<file path="config.mk">
export PLATFORM = sky130hd
export DESIGN_NAME = fpvn_recip
export DESIGN_NICKNAME = d
export VERILOG_FILES = /design/src/rtl/core/fpvn_pkg.sv /design/src/rtl/core/fpvn_recip.sv
export SDC_FILE = /design/constraint.sdc
export NUM_CORES = 2
export LEC_CHECK = 0
export BUFFER_PORTS_ARGS = -buffer_cell sky130_fd_sc_hd__buf_2
export CAP_MARGIN = 25
export CORE_UTILIZATION = 65
export CTS_CLUSTER_DIAMETER = 200
export CTS_CLUSTER_SIZE = 12
export DETAILED_ROUTE_END_ITERATION = 8
export GPL_ROUTABILITY_DRIVEN = 0
export PLACE_DENSITY = 0.93
export SYNTH_ARGS = -nofsm -noshare
export SYNTH_HDL_FRONTEND = slang
export SYNTH_SLANG_ARGS = --single-unit
</file>
<file path="constraint.sdc">
create_clock -name i_clk -period 8.4 [get_ports i_clk]
set_input_delay 1.68 -clock i_clk [delete_from_list [all_inputs] [get_ports i_clk]]
set_output_delay 1.68 -clock i_clk [all_outputs]
set_load 0.05 [all_outputs]
</file>
<file path="src/rtl/core/fpvn_pkg.sv">
// ----------------------------------------------------------------------------
// fpvn_pkg: shared constants and types for the vector normalizer
// Fraction width, derived widths and the per-stage payload struct.
// ----------------------------------------------------------------------------
package fpvn_pkg;
    localparam int FRAC_BITS = 16;
    localparam int PART_W    = 32 - FRAC_BITS;      // signed integer part width
    localparam int SQ_W      = 2 * PART_W;           // unsigned square width
    localparam int SUM_W     = SQ_W + 2;             // sum of three squares
    localparam int ROOT_W    = SUM_W / 2;            // floor sqrt width
    localparam int SQ_STEPS  = ROOT_W;               // one root bit per stage
    localparam int RECIP_W   = 17;                   // 1 .. 65536
    localparam int DIV_STEPS = RECIP_W;              // one quotient bit per stage
    localparam int PROD_W    = 32 + RECIP_W + 1;     // signed product width

    typedef struct packed {
        logic signed [31:0] x;
        logic signed [31:0] y;
        logic signed [31:0] z;
        logic               pass;   // all integer parts zero: return input
    } t_vec;
endpackage

</file>
<file path="src/rtl/core/fpvn_recip.sv">
// ----------------------------------------------------------------------------
// fpvn_recip: pipelined reciprocal floor(65536 / root)
// Restoring division, one quotient bit per register stage.
// ----------------------------------------------------------------------------
module fpvn_recip (
    input  logic                           i_clk,
    input  logic                           i_rst_n,
    input  logic                           i_en,
    input  logic                           i_valid,
    input  fpvn_pkg::t_vec                 i_vec,
    input  logic [fpvn_pkg::ROOT_W-1:0]    i_root,
    output logic                           o_valid,
    output fpvn_pkg::t_vec                 o_vec,
    output logic [fpvn_pkg::RECIP_W-1:0]   o_recip
);
    import fpvn_pkg::*;

    localparam logic [RECIP_W-1:0] NUM = RECIP_W'(65536);

    logic               r_v   [DIV_STEPS];
    t_vec               r_vs  [DIV_STEPS];
    logic [ROOT_W-1:0]  r_den [DIV_STEPS];
    logic [ROOT_W:0]    r_rem [DIV_STEPS];
    logic [RECIP_W-1:0] r_q   [DIV_STEPS];

    for (genvar k = 0; k < DIV_STEPS; k++) begin : g_div
        localparam int B = DIV_STEPS - 1 - k;
        logic               w_vi;
        t_vec               w_vsi;
        logic [ROOT_W-1:0]  w_deni;
        logic [ROOT_W:0]    w_remi;
        logic [RECIP_W-1:0] w_qi;
        logic [ROOT_W:0]    w_sh;
        if (k == 0) begin : g_first
            assign w_vi   = i_valid;
            assign w_vsi  = i_vec;
            assign w_deni = (i_root == '0) ? ROOT_W'(1) : i_root;
            assign w_remi = '0;
            assign w_qi   = '0;
        end else begin : g_next
            assign w_vi   = r_v[k-1];
            assign w_vsi  = r_vs[k-1];
            assign w_deni = r_den[k-1];
            assign w_remi = r_rem[k-1];
            assign w_qi   = r_q[k-1];
        end
        assign w_sh = {w_remi[ROOT_W-1:0], NUM[B]};
        always_ff @(posedge i_clk) begin
            if (!i_rst_n) r_v[k] <= 1'b0;
            else if (i_en) r_v[k] <= w_vi;
            if (i_en) begin
                r_vs[k]  <= w_vsi;
                r_den[k] <= w_deni;
                if (w_sh >= {1'b0, w_deni}) begin
                    r_rem[k] <= w_sh - {1'b0, w_deni};
                    r_q[k]   <= w_qi | (RECIP_W'(1) << B);
                end else begin
                    r_rem[k] <= w_sh;
                    r_q[k]   <= w_qi;
                end
            end
        end
    end

    assign o_valid = r_v[DIV_STEPS-1];
    assign o_vec   = r_vs[DIV_STEPS-1];
    assign o_recip = r_q[DIV_STEPS-1];
endmodule

</file>
==> results.yml <==
clock_network:
  cts_hold_buf: 0
  htreeDepth: 4
  post_cts_buffers: 0
  cts_inserted_buffers: 214
  cts_resized: 0
  cts_sinks: 2363
  clk_path_buf_depth: 3
  cts-root-buf: "clkbuf_16"
  cts.reportedPaths.clkPinSlew_ns: 0.07
  insertion_delay_ns: 0.86
  cts_tree: "done"
drt:
  drc: 48
  drt-total-wl_um: 184900
  viasPerCell: 6.322
  wire_per_inst_um: 26.26
  firstDrtPassIters: 9
  dr_total_vias: 44511
  drt-initial-drc-count: 5966
  antenna_left: 0
placed_design:
  placed_area_um2: 91260
  dp_cells: 6780
  dp_hpwl_um: 93790
  numPortBuffers: 232
synthesis:
  synth_top_cell_by_area: "edfxtp_1"
  netlist.area_leader.share: 0.8064
  synth.area.top_cells: "edfxtp_1, ha_1, inv_1"
  synth_edf_count: 2362
  ys.flop_type: "edfxtp_1"
  synthesis.nets: 5241
  yosysSeqAreaShare: 0.8067
  synth_seq_cells: 2363
  syn_avg_cell_area_um2: 18.19
  syn_area_um2: 87950
  synth_cells: 4836
  yosysWarnings: 0
  synth_cell_types: 82
  async_reset_ff_frac: 0
timing:
  layout_min_cycle_time_ns: 4.555
  fin_crit_sh: 0.5423
  tns_ns: 0
  worstMarginPinSlew_ns: 1.190
  finalMaxSlewViolations: 0
  rsz0062_at_grt: "no"
  fmax_mhz: 219.5
  maxSlewHeadroom: 0.2038
  final-setup-viol-count: 0
  hold_viol: 0
  skew_ns: 0.05356
floorplanning:
  core_um2: 133800
  dieHeight_um: 369.9
  dieArea_um2: 136800
  io_pins: 233
  rows: 134
  start_util: 0.6574
  die_w_um: 369.9
finish:
  fin_area_um2: 97110
  stdcell_count: 7041
  syn_to_final_growth_pct: 10.42
  layout-drive-gt1-share: 0.1255
  final_nets: 5638
run_status:
  outcome: "finished with violations"
  violations: "DRC"
global_routing:
  grt_max_degree: 221
  antenna_found_initial: 25
  globalRoute.totalOverflow: 0
  grt_pass1_wl_um: 275100
  grt_pass1_vias: 45121
  grt_usage: 0.2759
worst_setup_path:
  critPathMaxFanout: 138
  arrival_ns: 5.14
  cp-start-kind: "primary input"
  worstPathRequired_ns: 8.98
  worstSetupPathType: "in -> reg"
  end_kind: "register"
power_and_ir_drop:
  p_leak_nw: 35.42
  p_per_area_nw_per_um2: 319.7
  vdd_drop_max_mv: 0.2758
run:
  maxCapViolCount: 0
hold_path:
  holdCritPathClass: "reg -> reg"
[layout by cell type, fill, tap and decap left out, types with 36 or more instances in the layout]
cell / instances
xor2_1: 87
edfxtp_1: 2362
buf_2: 231
a21oi_1: 212
ha_1: 272
o21a_1: 44
nor2b_1: 44
o21ai_0: 181
mux2_2: 72
inv_1: 347
xnor2_1: 109
nand2_1: 194
nor2_1: 193
clkbuf_16: 215
nand2b_1: 41
nand3_1: 44
a21o_1: 89
nand4_1: 36
[critical path, cell delays in order]
cell and delay (ns):
buf_12 0.49, buf_4 0.65, nor4b_1 0.41, o21ai_0 0.43, a31oi_4 0.77, mux2_2 0.53
[report_power, final]
part	internal [mW]	leakage, nW	switching, mW
clock	4.56	2.79	4.18
combinational	2.71	9.53	4.20
sequential	14.6	23.1	0.754
total	21.9	35.4	9.13
[per-stage QoR]
step                      total power, mW  worst slack (ns)  utilization  hold WS [ns]
after global routing                31.99             3.670       0.7257        0.3926
after detailed placement            21.43             3.501       0.6821        0.4045
after floorplan                     19.83             4.656            -        0.4003
after global placement              20.85             3.656       0.6820        0.4002
after CTS                           30.65             4.087       0.7250        0.3922
final                               31.05             3.845       0.7259        0.3731
[cell families (layout without fill, tap and decap cells)]
kind of cell               Yosys count  in the layout  share of synthesized area
other                                0             16                          0
DFF                               2363           2363                     0.8067
and+or+nand+nor                    716            716                    0.04104
buffers and inverters              428            849                    0.01939
xor gates and xnor gates           196            196                    0.01952
muxes                              120            120                    0.01639
adders and majority gates          287            287                    0.04211
AOI/OAI and AO/OA                  726            726                    0.05490
[layer usage]
layer,vias up,wire (um),track usage
met4,26,12700,0.1538
met3,1028,17130,0.09677
met2,3033,95390,0.4812
met1,21364,58980,0.2858
li1,19060,-,-
met5,-,717,0.03776
[worst paths after layout]
path / startpoint / endpoint / slack (ns) / depth (start not counted)
min: r_vs[15][6] / r_vs[16][6] / 0.37 / 0
min reg2reg: r_vs[15][6] / r_vs[16][6] / 0.37 / 0
max: i_en / r_rem[12][5] / 3.84 / 6
max reg2reg: r_rem[12][13] / r_rem[13][16] / 3.89 / 6
[registers in the layout, indices dropped and copies added, names as in the netlist]
signal,cells
r_den,272
r_q,153
r_rem,272
r_v,17
r_vs,1649
[cell usage after synthesis (13+ instances only)]
library cell / instances
and2_1: 17
nor4_1: 13
o22ai_1: 13
inv_1: 347
o21ai_0: 183
mux2i_1: 18
mux2_2: 72
buf_2: 14
xnor2_1: 109
a31oi_1: 15
nor2_1: 193
and3_1: 28
nand4_1: 36
nor3_1: 27
nand3_1: 44
fa_1: 15
xor2_1: 87
o21a_1: 44
nand2_1: 194
nand2b_1: 41
mux2_4: 30
a21o_1: 89
edfxtp_1: 2362
a211oi_1: 22
a21oi_1: 212
clkbuf_1: 62
nor2b_1: 44
nand3b_1: 14
ha_1: 272
[final cells by class]
class / instances / area [um^2]
Clock inverter: 12 / 315.3
Timing Repair Buffer: 262 / 1545
Tap cell: 1768 / 2212
Clock buffer: 228 / 5429
Sequential cell: 2363 / 70950
Inverter: 347 / 1303
Fill cell: 7176 / 36680
Multi-Input combinational cell: 2045 / 15320
Antenna cell: 16 / 40.04
Power figures use the tool's default switching activity.
