===== src/rtl/core/fpvn_pkg.sv =====
// ----------------------------------------------------------------------------
// fpvn_pkg: shared constants and types for the vector normalizer
// Fraction width, derived widths and the per-stage payload struct.
// ----------------------------------------------------------------------------
package fpvn_pkg;
    localparam int FRAC_BITS = 16;
    localparam int PART_W    = 32 - FRAC_BITS;      // signed integer part width
    localparam int SQ_W      = 2 * PART_W;           // unsigned square width
    localparam int SUM_W     = SQ_W + 2;             // sum of three squares
    localparam int ROOT_W    = SUM_W / 2;            // floor sqrt width
    localparam int SQ_STEPS  = ROOT_W;               // one root bit per stage
    localparam int RECIP_W   = 17;                   // 1 .. 65536
    localparam int DIV_STEPS = RECIP_W;              // one quotient bit per stage
    localparam int PROD_W    = 32 + RECIP_W + 1;     // signed product width

    typedef struct packed {
        logic signed [31:0] x;
        logic signed [31:0] y;
        logic signed [31:0] z;
        logic               pass;   // all integer parts zero: return input
    } t_vec;
endpackage


===== src/rtl/core/fpvn_sqrt.sv =====
// ----------------------------------------------------------------------------
// fpvn_sqrt: squares, sums and pipelined floor square root
// One register stage for squares, one for the sum, one per root bit.
// ----------------------------------------------------------------------------
module fpvn_sqrt (
    input  logic                           i_clk,
    input  logic                           i_rst_n,
    input  logic                           i_en,
    input  logic                           i_valid,
    input  fpvn_pkg::t_vec                 i_vec,
    output logic                           o_valid,
    output fpvn_pkg::t_vec                 o_vec,
    output logic [fpvn_pkg::ROOT_W-1:0]    o_root
);
    import fpvn_pkg::*;

    // stage A: squares
    logic              r_va;
    t_vec              r_veca;
    logic [SQ_W-1:0]   r_sq [3];
    logic signed [PART_W-1:0] w_px, w_py, w_pz;
    logic signed [SQ_W-1:0]   w_wx, w_wy, w_wz;
    assign w_px = i_vec.x[31 -: PART_W];
    assign w_py = i_vec.y[31 -: PART_W];
    assign w_pz = i_vec.z[31 -: PART_W];
    assign w_wx = SQ_W'(w_px);
    assign w_wy = SQ_W'(w_py);
    assign w_wz = SQ_W'(w_pz);

    always_ff @(posedge i_clk) begin
        if (!i_rst_n) r_va <= 1'b0;
        else if (i_en) r_va <= i_valid;
        if (i_en) begin
            r_veca  <= '{x: i_vec.x, y: i_vec.y, z: i_vec.z,
                         pass: (w_px == '0) && (w_py == '0) && (w_pz == '0)};
            r_sq[0] <= $unsigned(w_wx * w_wx);
            r_sq[1] <= $unsigned(w_wy * w_wy);
            r_sq[2] <= $unsigned(w_wz * w_wz);
        end
    end

    // stage B: sum
    logic             r_vb;
    t_vec             r_vecb;
    logic [SUM_W-1:0] r_sum;
    always_ff @(posedge i_clk) begin
        if (!i_rst_n) r_vb <= 1'b0;
        else if (i_en) r_vb <= r_va;
        if (i_en) begin
            r_vecb <= r_veca;
            r_sum  <= SUM_W'(r_sq[0]) + SUM_W'(r_sq[1]) + SUM_W'(r_sq[2]);
        end
    end

    // restoring root, one bit per stage, MSB first
    logic              r_v   [SQ_STEPS];
    t_vec              r_vs  [SQ_STEPS];
    logic [SUM_W-1:0]  r_rem [SQ_STEPS];
    logic [ROOT_W-1:0] r_rt  [SQ_STEPS];

    for (genvar k = 0; k < SQ_STEPS; k++) begin : g_sq
        localparam int B = SQ_STEPS - 1 - k;
        logic              w_vi;
        t_vec              w_vsi;
        logic [SUM_W-1:0]  w_remi;
        logic [ROOT_W-1:0] w_rti;
        logic [SUM_W+1:0]  w_trial;
        logic [SUM_W+1:0]  w_rem;
        if (k == 0) begin : g_first
            assign w_vi   = r_vb;
            assign w_vsi  = r_vecb;
            assign w_remi = r_sum;
            assign w_rti  = '0;
        end else begin : g_next
            assign w_vi   = r_v[k-1];
            assign w_vsi  = r_vs[k-1];
            assign w_remi = r_rem[k-1];
            assign w_rti  = r_rt[k-1];
        end
        assign w_trial = ((SUM_W+2)'(w_rti) << (B + 1)) | ((SUM_W+2)'(1) << (2 * B));
        assign w_rem   = (SUM_W+2)'(w_remi);
        always_ff @(posedge i_clk) begin
            if (!i_rst_n) r_v[k] <= 1'b0;
            else if (i_en) r_v[k] <= w_vi;
            if (i_en) begin
                r_vs[k] <= w_vsi;
                if (w_rem >= w_trial) begin
                    r_rem[k] <= SUM_W'(w_rem - w_trial);
                    r_rt[k]  <= w_rti | (ROOT_W'(1) << B);
                end else begin
                    r_rem[k] <= w_remi;
                    r_rt[k]  <= w_rti;
                end
            end
        end
    end

    assign o_valid = r_v[SQ_STEPS-1];
    assign o_vec   = r_vs[SQ_STEPS-1];
    assign o_root  = r_rt[SQ_STEPS-1];
endmodule


===== config.mk =====
export PLATFORM = sky130hd
export DESIGN_NAME = fpvn_sqrt
export DESIGN_NICKNAME = d
export VERILOG_FILES = /design/src/rtl/core/fpvn_pkg.sv /design/src/rtl/core/fpvn_sqrt.sv
export SDC_FILE = /design/constraint.sdc
export NUM_CORES = 2
export LEC_CHECK = 0
export BUFFER_PORTS_ARGS = -buffer_cell sky130_fd_sc_hd__buf_4
export CORE_UTILIZATION = 30
export DETAILED_ROUTE_END_ITERATION = 10
export GPL_TIMING_DRIVEN = 0
export MAX_ROUTING_LAYER = met4
export PLACE_DENSITY = 0.53
export SYNTH_ARGS = -nofsm -noshare
export SYNTH_HDL_FRONTEND = slang
export SYNTH_SLANG_ARGS = --single-unit
export TNS_END_PERCENT = 20

===== constraint.sdc =====
create_clock -name i_clk -period 20.2 [get_ports i_clk]
set_input_delay 1.01 -clock i_clk [delete_from_list [all_inputs] [get_ports i_clk]]
set_output_delay 1.01 -clock i_clk [all_outputs]
set_load 0.02 [all_outputs]

==> key figures <==
CTS
  – Cts bufs inserted: just over 300
  – Clock latency on the worst-skew pair: between 0.9 and 1 ns
  – H-tree depth: 5
  – Max clock buf depth: 4
  – Post-CTS setup buffers: 0
  – Post-CTS sizing: 0
  – CTS tree: built
  – Reg clk slew, reported paths: 0.06 ns
  – Hold buffers post-CTS: 0
  – Clk sinks: ~2700
  – Root buf cell: clkbuf_16

Routing
  – Routed Antenna Nets: 0
  – Iter 0 DRT Violations: 3091
  – DRT Pass-1 Iters: 7
  – Post-route DRC: 0
  – WL final: about 220000 µm
  – DR vias: just under 60000
  – Routed WL per cell: between 15 and 20 µm
  – Vias per inst: between 4 and 5

Placement
  – Gpl congestion: slightly below 0.9
  – Port bufs: 213
  – Post-DP HPWL: ~160000 µm

Critical path
  – Worst Path Required: 20.78 ns
  – Worst Setup EP: r_sq[0][30]$_DFFE_PP_
  – Slowest stage delay, CP: ~0.87 ns
  – Slowest-stage cell, CP: clkbuf_1
  – Crit-path cells: buf_4 -> clkbuf_1 -> clkbuf_1 -> nand2_1 -> fa_1 -> fa_1 -> fa_1 -> inv_1 -> fa_1 -> fa_1 -> inv_1 -> fa_1 -> inv_1 -> ha_1 -> and3_1 -> nand3_1 -> or4_1 -> o211ai_1 -> o41ai_1 -> nand2b_1 -> o21a_1 -> o21ai_0 -> o21ai_0 -> xnor2_1
  – Worst Path Max Fanout: 11
  – Worst path bufs/invs: 6
  – Critical Path Start: i_vec[87]
  – R2r startpoint: r_rem[12][8]$_DFFE_PP_
  – Terminus of the critical flop-to-flop path: r_rem[13][14]$_DFFE_PP_
  – Arrival time at the worst endpoint: between 9 and 10 ns
  – Worst setup SP type: input port
  – WS Path Type: in -> reg
  – R2R Setup Slk: around 16 ns
  – Crit. path cell count: 24
  – Worst r2r path cells: 10
  – CP endpoint kind: flop
  – Delay-heaviest family, CP: adder cells
  – CP dominant cell by count: fa_1

Global routing
  – Largest net degree at the start of global routing: around 200
  – GRT Overall Usage: 11.1%
  – GRT Residual Overflow: 0
  – Vias in the first global route: roughly 63000
  – First-pass GRT wire length: ~350000 µm
  – Initial antenna violation count: 16

Synthesis
  – Synth async-reset ratio: 0%
  – EDFF count, synth: 2680
  – Synthesized cell area: roughly 120000 µm²
  – Largest family of logic cells by synthesized area: adder cells
  – Adder-Cell Fraction of Synth Area: approximately 17%
  – XOR/XNOR Fraction of Synth Area: 2.74%
  – Multiplexer share of the synthesized area: 0.306%
  – Top FF cell, synth: edfxtp_1
  – Avg Cell Area, Syn: 15.9 µm²
  – Mapped Cells: between 7000 and 8000
  – Synth unique cells: 81
  – Compound-Gate Fraction of Synth Area: around 3.8%
  – Synth Area in Simple Gates: between 5 and 6%
  – Sequential share of the synthesized area: around two thirds
  – FF+latch count, synth: roughly 2700
  – Yosys warns: 0

STA
  – Final Hold Fails: 0
  – Fin. max-slew vios: 0
  – Final period util: 41.8%
  – Layout Skew: a little over 0.08 ns
  – Setup TNS: 0 ns
  – RSZ-0062 raised after global routing: no
  – Slew @ Worst Pin: between 1 and 1.5 ns
  – Worst rel slew slack: ~14%
  – Final Critical Period: around 8.4 ns
  – Fmax: about 120 MHz
  – Final setup viols: 0

Layout
  – P&R area growth vs syn: 15.7%
  – Layout cells sized above 1: under 10%
  – Register area: 80500 µm²
  – Multi-input gate area: ~35000 µm²
  – Final nets: 9447
  – Layout fillers: ~38000
  – Final Core Density: 34.9%

Pwr
  – Total leakage power: around 54 nW
  – Pwr dens: roughly 170 nW/µm²
  – Worst vdd ir: ~0.3 mV

Floorplanning
  – Row Count: roughly 230
  – Die Wd: around 640 µm
  – Starting Density: between 30% and 40%
  – I/O pins: roughly 220
  – Die area: 405000 µm²
  – Core area: ~400000 µm²
  – Die H: 636 µm

Status
  – Status: completed

Job
  – Max cap viols: 0

Worst hold path
  – Hold Crit Class: in -> reg
## stage by stage
| step | std cells | cell area, µm² | power, mW | hold WS [ns] | worst slack (ns) |
|---|---|---|---|---|---|
| after global routing | 13700 | 140000 | 25.1 | 0.194 | 11.57 |
| after floorplan | 7605 | 121000 | 15.0 | 0.400 | 13.05 |
| final | 13700 | 140000 | 23.2 | 0.276 | 11.76 |
| after global placement | 13100 | 129000 | 18.0 | 0.400 | -2.04 |
| after detailed placement | 13100 | 129000 | 18.0 | 0.405 | 10.72 |
| after CTS | 13700 | 140000 | 23.7 | 0.159 | 11.68 |
## logic make-up (layout without fill, tap and decap cells)
logic type,count (synthesis),after routing
other,1,16
AOI/OAI and AO/OA,719,719
and+or+nand+nor,1303,1303
DFF,2683,2683
buffers and inverters,1287,2075
adders and majority gates,1198,1198
muxes,34,34
xor gates and xnor gates,378,378
## cell usage after synthesis (11+ instances only)
library cell | instances | area [µm²]
mux2_2 | 23 | 259
a31o_2 | 18 | 158
nor2b_1 | 51 | 319
mux2i_1 | 11 | 110
a21o_1 | 109 | 818
and2_1 | 127 | 795
nand2b_1 | 62 | 388
nor3_1 | 87 | 435
or4_1 | 21 | 158
nor2_1 | 256 | 961
o21a_1 | 65 | 488
or3_1 | 36 | 225
o21bai_1 | 27 | 203
nand4_1 | 39 | 244
clkbuf_1 | 113 | 424
ha_1 | 465 | 5820
or2_2 | 12 | 75.1
nand2_1 | 396 | 1490
inv_1 | 1159 | 4350
xor2_1 | 138 | 1210
and3_1 | 37 | 231
fa_1 | 733 | 14700
a211oi_1 | 15 | 113
xnor2_1 | 240 | 2100
nor4_1 | 74 | 463
o31ai_1 | 20 | 150
edfxtp_1 | 2680 | 80500
o21ai_0 | 184 | 921
nand3_1 | 42 | 210
a21oi_1 | 187 | 936
nor4b_1 | 16 | 140
a31oi_1 | 16 | 100
## worst min-delay path by stage
stage                                 startpoint                     endpoint  slack [ns]  cells after the start
after floorplan              r_veca[0]$_DFFE_PP_   g_sq[0].w_vsi[0]$_DFFE_PP_        0.40                      0
after global routing                   i_vec[12]         r_veca[12]$_DFFE_PP_        0.19                      1
after detailed placement    r_veca[56]$_DFFE_PP_  g_sq[0].w_vsi[56]$_DFFE_PP_        0.40                      0
after global placement    r_vs[0][628]$_DFFE_PP_       r_vs[0][725]$_DFFE_PP_        0.40                      0
final                                  i_vec[46]         r_veca[46]$_DFFE_PP_        0.28                      1
after CTS                              i_vec[46]         r_veca[46]$_DFFE_PP_        0.16                      1
## layout make-up
class	instances	share of cell area, %
clock buffer	362	5.71
tap	5265	4.72
antenna	13	0.0233
sequential	2683	57.7
timing repair buffer	233	1.52
inverter	1160	3.12
buffer	127	0.370
multi-input combinational	3635	25.3
clock inverter	193	1.54
## report_power, final
| part | switching [mW] | internal [mW] |
|---|---|---|
| clock network | 2.26 | 3.23 |
| registers | 0.281 | 7.35 |
| logic | 5.83 | 4.25 |
## flip-flops by register name, indices dropped and copies added, names as in the netlist
register	flops
g_sq.w_remi	34
r_va	1
r_veca	97
r_rem	544
g_sq.w_vsi	97
r_v	17
g_sq.w_vi	1
r_vs	1649
r_rt	153
r_sq	90
## cell usage in the layout (no fill, tap or decap), drive strengths merged, types with 109 or more instances in the layout
master	instances
a21o	109
a21oi	187
and2	127
buf	247
clkbuf	475
clkinv	126
edfxtp	2680
fa	733
ha	465
inv	1181
nand2	396
nor2	257
o21ai	185
xnor2	240
xor2	138
## layer usage
metal  GRT usage (%)  vias up  wire length [µm]  share of wire (%)
met4            4.33        0              8790                4.0
li1                -    27800                 -                  -
met2            19.4      982            112000                 51
met3            1.75      480              8610                3.9
met5               -        -                 0                  0
met1            12.9    29000             91200                 41
## worst reg2reg max path: stages (launching register included)
cell	delay, ns
edfxtp_1	0.39
ha_1	0.37
nor2b_1	0.16
o21ai_0	0.25
a21oi_1	0.13
o21ai_0	0.52
a311oi_1	0.32
nor4bb_1	0.63
clkbuf_1	0.46
clkbuf_1	0.46
o21ai_0	0.21
Note: power is estimated with default switching activity, not from simulation.
